[src/sv/wfgd_pkg.sv]
// Shared constants and types for the wait-for graph deadlock detector.
`timescale 1ns / 1ps
`default_nettype none
package wfgd_pkg;

    localparam int TRANSACTIONS = 16;
    localparam int IDX_W        = (TRANSACTIONS > 1) ? $clog2(TRANSACTIONS) : 1;
    localparam int FIELD_W      = 4;

    localparam logic MODE_CLEAR  = 1'b0;
    localparam logic MODE_RECORD = 1'b1;

    typedef struct packed {
        logic             wr;
        logic             set;
        logic [IDX_W-1:0] nxt;
        logic             start;
        logic             step;
    } cell_ctl_t;

    typedef enum logic [2:0] {
        ST_IDLE  = 3'b001,
        ST_RUN   = 3'b010,
        ST_FLUSH = 3'b100
    } state_t;

endpackage
`default_nettype wire

[src/sv/wfgd_req_if.sv]
// Update channel: mode, waiter and holder with valid/ready.
`timescale 1ns / 1ps
`default_nettype none
interface wfgd_req_if;
    logic                         valid;
    logic                         ready;
    logic                         mode;
    logic [wfgd_pkg::FIELD_W-1:0] waiter;
    logic [wfgd_pkg::FIELD_W-1:0] holder;

    modport source (output valid, output mode, output waiter, output holder, input ready);
    modport sink   (input valid, input mode, input waiter, input holder, output ready);
endinterface
`default_nettype wire

[src/sv/wfgd_rsp_if.sv]
// Result channel: deadlock flag with valid/ready.
`timescale 1ns / 1ps
`default_nettype none
interface wfgd_rsp_if;
    logic valid;
    logic ready;
    logic deadlock;

    modport source (output valid, output deadlock, input ready);
    modport sink   (input valid, input deadlock, output ready);
endinterface
`default_nettype wire

[src/sv/wfgd_cell.sv]
// One wait-table entry with its live-chain flag.
`timescale 1ns / 1ps
`default_nettype none
module wfgd_cell (
    input  wire logic                                 clk,
    input  wire logic                                 rst_n,
    input  wire wfgd_pkg::cell_ctl_t                  ctl,
    input  wire logic [wfgd_pkg::TRANSACTIONS-1:0]    alive_vec,
    output logic                                      alive
);

    logic                       valid_reg;
    logic                       valid_next;
    logic [wfgd_pkg::IDX_W-1:0] next_reg;
    logic [wfgd_pkg::IDX_W-1:0] next_next;
    logic                       alive_reg;
    logic                       alive_next;

    always_comb
    begin
        valid_next = valid_reg;
        next_next  = next_reg;
        alive_next = alive_reg;
        if (ctl.wr)
        begin
            valid_next = ctl.set;
            next_next  = ctl.nxt;
        end
        // alive after k steps: the node and its next k-1 successors are all waiting
        if (ctl.start)
        begin
            alive_next = 1'b1;
        end
        else if (ctl.step)
        begin
            alive_next = valid_reg && alive_vec[next_reg];
        end
    end

    always_ff @(posedge clk or negedge rst_n)
    begin
        if (!rst_n)
        begin
            valid_reg <= 1'b0;
            alive_reg <= 1'b0;
        end
        else
        begin
            valid_reg <= valid_next;
            alive_reg <= alive_next;
        end
    end

    always_ff @(posedge clk)
    begin
        next_reg <= next_next;
    end

    assign alive = alive_reg;

endmodule
`default_nettype wire

[src/sv/wait_for_graph_deadlock_detect_top.sv]
// Top level: wait-for table as a row of cells, cycle check by chain propagation.
//
//  channel | dir | fields                  | word accepted when
//  req     | in  | mode, waiter, holder    | req.valid && req.ready
//  rsp     | out | deadlock                | rsp.valid && rsp.ready
//
// An update is written into its cell on the accepting edge; then every cell
// takes TRANSACTIONS steps of alive = valid && alive[successor], and the OR
// of the flags is the result; no new update is taken until it is registered.
// Reset clears every entry to not waiting. A waiting result in the output
// register does not block the next update; the result of that one holds
// until the register frees.
`timescale 1ns / 1ps
`default_nettype none
module wait_for_graph_deadlock_detect_top (
    input  wire logic  clk,
    input  wire logic  rst_n,
    wfgd_req_if.sink   req,
    wfgd_rsp_if.source rsp
);

    wfgd_pkg::state_t                   state_reg;
    wfgd_pkg::state_t                   state_next;
    logic [wfgd_pkg::IDX_W-1:0]         cnt_reg;
    logic [wfgd_pkg::IDX_W-1:0]         cnt_next;
    logic                               out_valid_reg;
    logic                               out_valid_next;
    logic                               out_dead_reg;
    logic                               out_dead_next;
    logic [wfgd_pkg::TRANSACTIONS-1:0]  alive_vec;
    logic                               accept;
    logic                               waiter_ok;
    logic                               holder_ok;
    logic                               upd_ok;

    assign req.ready = (state_reg == wfgd_pkg::ST_IDLE);
    assign accept    = req.valid && req.ready;
    assign waiter_ok = int'(req.waiter) < wfgd_pkg::TRANSACTIONS;
    assign holder_ok = int'(req.holder) < wfgd_pkg::TRANSACTIONS;
    assign upd_ok    = accept && waiter_ok
                       && ((req.mode == wfgd_pkg::MODE_CLEAR) || holder_ok);

    genvar gi;
    generate
        for (gi = 0; gi < wfgd_pkg::TRANSACTIONS; gi++)
        begin : g_cell
            wfgd_pkg::cell_ctl_t ctl;

            always_comb
            begin
                ctl.wr    = upd_ok && (int'(req.waiter) == gi);
                ctl.set   = (req.mode == wfgd_pkg::MODE_RECORD);
                ctl.nxt   = wfgd_pkg::IDX_W'(req.holder);
                ctl.start = accept;
                ctl.step  = (state_reg == wfgd_pkg::ST_RUN);
            end

            wfgd_cell u_cell (
                .clk       (clk),
                .rst_n     (rst_n),
                .ctl       (ctl),
                .alive_vec (alive_vec),
                .alive     (alive_vec[gi])
            );
        end
    endgenerate

    always_comb
    begin
        state_next     = state_reg;
        cnt_next       = cnt_reg;
        out_valid_next = out_valid_reg;
        out_dead_next  = out_dead_reg;
        if (rsp.ready)
        begin
            out_valid_next = 1'b0;
        end
        case (state_reg)
            wfgd_pkg::ST_IDLE:
            begin
                if (accept)
                begin
                    cnt_next   = '0;
                    state_next = wfgd_pkg::ST_RUN;
                end
            end
            wfgd_pkg::ST_RUN:
            begin
                cnt_next = cnt_reg + 1'b1;
                if (cnt_reg == wfgd_pkg::IDX_W'(wfgd_pkg::TRANSACTIONS - 1))
                begin
                    state_next = wfgd_pkg::ST_FLUSH;
                end
            end
            wfgd_pkg::ST_FLUSH:
            begin
                if (!out_valid_reg || rsp.ready)
                begin
                    out_valid_next = 1'b1;
                    out_dead_next  = |alive_vec;
                    state_next     = wfgd_pkg::ST_IDLE;
                end
            end
            default:
            begin
                state_next = wfgd_pkg::ST_IDLE;
            end
        endcase
    end

    always_ff @(posedge clk or negedge rst_n)
    begin
        if (!rst_n)
        begin
            state_reg     <= wfgd_pkg::ST_IDLE;
            out_valid_reg <= 1'b0;
        end
        else
        begin
            state_reg     <= state_next;
            out_valid_reg <= out_valid_next;
        end
    end

    always_ff @(posedge clk)
    begin
        cnt_reg      <= cnt_next;
        out_dead_reg <= out_dead_next;
    end

    assign rsp.valid    = out_valid_reg;
    assign rsp.deadlock = out_dead_reg;

endmodule
`default_nettype wire

[src/flat_wrapper.sv]
// flat-port wrapper written by rule: the top's interface ports become plain ports
module wait_for_graph_deadlock_detect_top_flat 
  (clk, rst_n, req_valid, req_mode, req_waiter, req_holder, req_ready, rsp_valid, rsp_deadlock, rsp_ready);
  wfgd_req_if req_i ();
  wfgd_rsp_if rsp_i ();
  input  wire logic clk;
  input  wire logic rst_n;
  input wire logic [$bits(req_i.valid)-1:0] req_valid;
  input wire logic [$bits(req_i.mode)-1:0] req_mode;
  input wire logic [$bits(req_i.waiter)-1:0] req_waiter;
  input wire logic [$bits(req_i.holder)-1:0] req_holder;
  output wire logic [$bits(req_i.ready)-1:0] req_ready;
  output wire logic [$bits(rsp_i.valid)-1:0] rsp_valid;
  output wire logic [$bits(rsp_i.deadlock)-1:0] rsp_deadlock;
  input wire logic [$bits(rsp_i.ready)-1:0] rsp_ready;
  assign req_i.valid = req_valid;
  assign req_i.mode = req_mode;
  assign req_i.waiter = req_waiter;
  assign req_i.holder = req_holder;
  assign req_ready = req_i.ready;
  assign rsp_valid = rsp_i.valid;
  assign rsp_deadlock = rsp_i.deadlock;
  assign rsp_i.ready = rsp_ready;
  wait_for_graph_deadlock_detect_top u_core (.clk(clk), .rst_n(rst_n), .req(req_i), .rsp(rsp_i));
endmodule
[config.mk]
export PLATFORM = sky130hd
export DESIGN_NAME = wait_for_graph_deadlock_detect_top_flat
export DESIGN_NICKNAME = d
export VERILOG_FILES = /design/src/sv/wfgd_pkg.sv /design/src/sv/wfgd_req_if.sv /design/src/sv/wfgd_rsp_if.sv /design/src/sv/wfgd_cell.sv /design/src/sv/wait_for_graph_deadlock_detect_top.sv /design/src/flat_wrapper.sv
export SDC_FILE = /design/constraint.sdc
export NUM_CORES = 1
export LEC_CHECK = 0
export ABC_AREA = 1
export BUFFER_PORTS_ARGS = -buffer_cell sky130_fd_sc_hd__buf_2
export CAP_MARGIN = 20
export CORE_UTILIZATION = 55
export CTS_CLUSTER_DIAMETER = 100
export CTS_CLUSTER_SIZE = 28
export DETAILED_ROUTE_END_ITERATION = 6
export HOLD_SLACK_MARGIN = 0.08
export PLACE_DENSITY_LB_ADDON = 0.15
export SLEW_MARGIN = 10
export SYNTH_ARGS = -nofsm -noshare
export SYNTH_HDL_FRONTEND = slang
export SYNTH_SLANG_ARGS = --single-unit
[constraint.sdc]
create_clock -name clk -period 3.9 [get_ports clk]
set_clock_uncertainty 0.15 [all_clocks]
set_input_delay 0.78 -clock clk [delete_from_list [all_inputs] [get_ports clk]]
set_output_delay 0.78 -clock clk [all_outputs]
set_load 0.05 [all_outputs]
==> results.md, run 1 <==
* Status: completed
* Final layout net count at just under 1000
* DRT iter0 DRCs at 737
* Area growth syn-to-layout at 3.69%
* Drt pass-1 iters at 5
* Multi-input gate area at 2980 um^2
* CTS resizes at 0
* Setup TNS Final at 0 ps
* Post-Synth Simple-Gate Area at 42.6%
* Final WS setup at between 1500 and 2000 ps
* Post-synthesis cell count at 977
* Worst path most repeated cell: nand3_2
* Slew headroom at 31.3%
* Adder-cell share of the synthesized area at 0.186%
* Startpoint types: flop
* Max reg flops at 64
* Synth Area in Compound Gates at 1.56%
* Worst path arrival time at 2100 ps
* Largest family of logic cells by synthesized area: simple AND/OR/NAND/NOR gates
* Mux cell area share after synthesis at 0%
* Cell Pwr Density at ~600 nW/um^2
* Peak VDD IR at roughly 0.00052 V
* Max-Cap Viols at 0
* Initial Util at 56.2%
* Seq. cell area at 2970 um^2
* Antenna Violating Nets Remaining at 0
* Worst Max-Slew Pin Slew at 1030 ps
* Crit. End Element: flop
* Core Box Area at 12000 um^2
* Ports at 16
* Worst-path clk slew at 70 ps
* Root buffer cell: clkbuf_16
* Routed Wire Length at between 15 and 20 mm
* Clk Latency, worst-skew pair at 350 ps
* Tcrit/Tclk final at 58.0%
* DP Worst Slack at 1440 ps
* Xor/xnor cell area share of the yosys netlist at 0%
* GRT Util Overall at 29.1%
* Vias in the first global route at 5300
* Largest net degree at the start of global routing at 38
* Postcts setup bufs at 0
* Global-route wire length before repair at about 28 mm
* Max-slew violation count at 0
* TritonCTS clock tree: built
* Maximum fanout along the worst path at 20
* Unrepaired setup endpoints after global routing: false
* Fillers at about 1100
* Most frequent cells in the layout: nand2_1 (427), nand3_1 (197), inv_1 (114)
* Number of H-tree levels at 3
* Grt ovf at 0
* Detailed-placement wirelength estimate at 10.5 mm
* Routed vias/inst at 5.42
* TritonCTS buffer count at 9
* Leak at 3.60 nW
* Leading cell type in the layout, fill and taps excluded: nand2_1
* Final Hold Viols at 0
* Synthesis Warnings at 0
* Max Clk Rate at 0.442 GHz
* Final Hold Slack at 341 ps
* Seq/Total Area, Yosys at 44.2%
* Seq cells post-synth at 105
* IO Port Bufs at 15
* Cell Area, Synth at 6720 um^2
* Req. time, crit path at between 3000 and 4000 ps
* Slowest Stage Delay on Critical Path at 560 ps
* Critical Setup Path Class: flop to flop
* Crit-path slowest cell: dfstp_2
* Clk sink count at 105
* Routability cong. at 0.860
* Min Tclk post-route at 2260 ps
* HP Class: flop to flop
* Wire per inst at 16.0 um
* Layout cells sized above 1 at 4.93%
* # DRC at 0
* Die area at 12700 um^2
* Antenna violations before repair at 2
* Cts hold-fix bufs at 0
* Total vias in the final route at around 6000
* Syn_nets at 991
* Setup Viol. Count Final at 0
* Die Wd at 113 um
* CTS Buffer Depth at 2
* Die height at 113 um
* Mean post-synth cell area at 6.88 um^2
* Row count at 40
* Unique masters post-synth at 27
* Critical Path, Cell by Cell: nand3_2 -> inv_2 -> nand2_2 -> inv_4 -> nand3_2 -> nor2_1
[path summary, 6_finish.rpt]
path | start | to | slack (ps) | cells after the start
max in group asynchronous | rst_n | u_core.g_cell[14].u_cell.alive | 2640 | 1
worst min-delay path | u_core.g_cell[1].u_cell.valid_reg | u_core.g_cell[1].u_cell.valid_reg | 340 | 2
worst max register to register | u_core.state_reg[0] | u_core.g_cell[7].u_cell.next_reg[1] | 1640 | 6
worst max-delay path | u_core.state_reg[0] | u_core.g_cell[7].u_cell.next_reg[1] | 1640 | 6
min in group asynchronous | rst_n | u_core.state_reg[2] | 400 | 1
worst min register to register | u_core.g_cell[1].u_cell.valid_reg | u_core.g_cell[1].u_cell.valid_reg | 340 | 2
[metrics by stage]
stage / power (mW) / instance area (um^2) / cells / util, %
after CTS: 4.14 / 6960 / 1101 / 58.2
final: 4.15 / 6970 / 1103 / 58.3
after detailed placement: 3.24 / 6660 / 1085 / 55.7
after global routing: 4.40 / 6970 / 1103 / 58.3
after floorplan: 2.83 / 6720 / 977 / -
after global placement: 3.21 / 6660 / 1085 / 55.7
[routing by layer]
metal	track usage (%)	routed length, um	vias to the layer above
li1	-	-	3023
met1	38.3	7290	2667
met2	47.4	8280	246
met3	3.73	1530	43
met4	15.1	579	0
met5	0	0	-
[Yosys cell counts (all sizes together)]
cell / n / share of area (%)
nand2: 430 / 24
nand3: 199 / 15
inv: 118 / 6.6
edfxtp: 69 / 31
buf: 53 / 4.7
nor2: 37 / 2.2
dfrtp: 35 / 13
o21ai: 19 / 1.4
nor4: 4 / 0.37
nand4: 3 / 0.28
nor3: 3 / 0.47
a21oi: 2 / 0.15
clkbuf: 1 / 0.056
clkinv: 1 / 0.056
dfstp: 1 / 0.39
ha: 1 / 0.19
nor3b: 1 / 0.19
[power by group]
group          switching [mW]  internal [mW]
combinational           0.677          0.445
clock                   0.399          0.505
sequential              0.727           1.40
[final cells by class]
| class | instances | share of cell area (%) |
|---|---|---|
| clock inverters | 6 | 1.02 |
| inverters | 119 | 6.45 |
| well taps | 147 | 2.64 |
| multi-input cells | 699 | 42.8 |
| diodes | 2 | 0.0718 |
| clock buffers | 10 | 3.29 |
| repair buffers | 15 | 1.08 |
| flip-flops and latches | 105 | 42.7 |
[logic make-up after synthesis]
kind of cell | Yosys count
and+or+nand+nor | 677
buffers and inverters | 173
DFF | 105
AOI/OAI and AO/OA | 21
adders and majority gates | 1
[critical path: cells and delay by family (launching register included)]
kind / cells / cell delay (ps)
buffers and inverters: 2 / 290
DFF: 1 / 560
and+or+nand+nor: 4 / 890
Note: power is estimated with default switching activity, not from simulation.
==> run 2, diff against run 1 <==
==> constraint.sdc (replaced) <==
create_clock -name clk -period 1.9 [get_ports clk]
set_clock_uncertainty 0.15 [all_clocks]
set_input_delay 0.38 -clock clk [delete_from_list [all_inputs] [get_ports clk]]
set_output_delay 0.38 -clock clk [all_outputs]
set_load 0.05 [all_outputs]
==> results.md, run 2 (synthesis results as in run 1) <==
* Total vias in the final route at 6208
* R2r worst-path depth at 6
* Antenna Violating Nets Remaining at 0
* Number of H-tree levels at 3
* Reg power frac at 37.4%
* Critical Setup Path Class: flop to output port
* Placed Cells incl. Taps at 1119
* Critical Path Source: u_core.state_reg[0]
* GRT Util Overall at approximately 30%
* Final WS setup at 33.8 ps
* Setup TNS Final at 0 ps
* Die Wd at 113 um
* Final Util at 61.7%
* NetSw at 3.80 mW
* Cell Pwr Density at 1250 nW/um^2
* Setup Viol. Count Final at 0
* Worst r2r src: u_core.state_reg[0]
* Die area at 12700 um^2
* TritonCTS clock tree: built
* Leading cell type in the layout, fill and taps excluded: nand2_1
* Internal power at 5.46 mW
* Leak at around 3.8 nW
* Most frequent cells in the layout: nand2_1 (427), nand3_1 (197), inv_1 (114)
* Vias in the first global route at 5635
* Min Tclk post-route at 1870 ps
* Grt ovf at 0
* Clk Latency, worst-skew pair at 350 ps
* Req. time, crit path at 1370 ps
* HP Class: input port to flop
* Startpoint types: flop
* Final layout net count at 999
* Maximum fanout along the worst path at 3
* Routed vias/inst at 5.46
* Peak VDD IR at 0.000850 V
* Non-filler cells, final at 1137
* Routed Wire Length at ~18 mm
* Unrepaired setup endpoints after global routing: false
* Worst path arrival time at 1340 ps
* Area growth syn-to-layout at 9.87%
* Critical Path Sink: req_ready
* Detailed-placement wirelength estimate at 11.9 mm
* Layout cells sized above 1 at 8.28%
* Row count at 40
* CTS resizes at 0
* Routability cong. at just under 0.9
* Ports at 16
* Core Box Area at 12000 um^2
* Max-slew violation count at 0
* Root buffer cell: clkbuf_16
* Switching Fraction at between 40% and 50%
* DP Worst Slack at 114 ps
* Final Hold Viols at 0
* Die height at 113 um
* Global-route wire length before repair at 29.2 mm
* DRT iter0 DRCs at 639
* Max reg flops at between 60 and 70
* Clk sink count at 105
* CTS Buffer Depth at 2
* Gate power share at slightly above 40%
* Crit. End Element: output port
* Fillers at 1050
* Drt pass-1 iters at 5
* Worst Max-Slew Pin Slew at 736 ps
* # DRC at 0
* Tcrit/Tclk final at 98.2%
* Total Power at 9.26 mW
* Wire per inst at 16.1 um
* Reg2Reg Capture Point: u_core.g_cell[9].u_cell.next_reg[1]
* Clock power share at 21.6%
* Status: completed
* TritonCTS buffer count at 9
* IO Port Bufs at 15
* Initial Util at between 50% and 60%
* Antenna cells at 0
* Internal reg-to-reg setup slack at 80 ps
* Largest net degree at the start of global routing at 37
* Slew headroom at about half
* Antenna violations before repair at 0
* Worst-path clk slew at approximately 70 ps
* Max Clk Rate at around 0.54 GHz
* Max-Cap Viols at 0
run 2: cell count changes in the layout (fill, tap and decap cells not counted):
cell,delta
buf_4,+24
clkbuf_1,-1
dlygate4sd3_1,+2
bufinv_16,+1
clkinvlp_4,+2
clkinv_2,+1
inv_6,-3
diode_2,-2
buf_12,+10
run 2: critical path: stages (launching register included):
cell	delay [ps]
dfstp_2	560
nand3_2	90
inv_2	80
buf_2	260
run 2: worst min-delay path by stage:
stage                     slack (ps)                                end  cells after the start                         startpoint
after detailed placement         330  u_core.g_cell[2].u_cell.valid_reg                      2                              rst_n
after CTS                        150                u_core.state_reg[0]                      4                          req_valid
after global routing             170                u_core.state_reg[0]                      4                          req_valid
after global placement           320  u_core.g_cell[1].u_cell.valid_reg                      2  u_core.g_cell[1].u_cell.valid_reg
after floorplan                  -70      u_core.g_cell[0].u_cell.alive                      0                              rst_n
final                            150                u_core.state_reg[0]                      4                          req_valid
run 2: power by group through the flow:
stage	Combinational [mW]	Sequential, mW	Clock [mW]
2_1_floorplan	2.73	3.08	0
3_3_place_gp	3.71	3.49	0
3_5_place_dp	3.74	3.49	0
4_1_cts	3.77	3.45	2.02
5_1_grt	4.22	3.50	2.12
6_report	3.79	3.46	2.00
run 2: layout make-up:
class	count	area, um^2	area share, %
multi-input cells	699	2980	40.4
flip-flops and latches	105	2970	40.3
repair buffers	51	475	6.44
inverters	119	449	6.08
clock buffers	9	225	3.05
well taps	147	184	2.49
clock inverters	7	95.1	1.29
run 2: layer usage:
| layer | GRT usage [%] | part of all wire (%) |
|---|---|---|
| met5 | 0 | 0 |
| met4 | 14.5 | 3.4 |
| met3 | 3.35 | 6.6 |
| met2 | 51.3 | 48 |
| met1 | 40.4 | 42 |
run 2: repair_timing:
item                                   4_1_cts  5_1_grt
endpoints found under the hold margin       36        0
setup buffers                                0        0
hold buffers                                 2        0
run 2: through the flow:
step,instance area [um^2],hold slack [ps]
after global routing,7380,170
final,7380,147
after floorplan,6720,-65.6
after global placement,7040,320
after CTS,7380,145
after detailed placement,7040,329
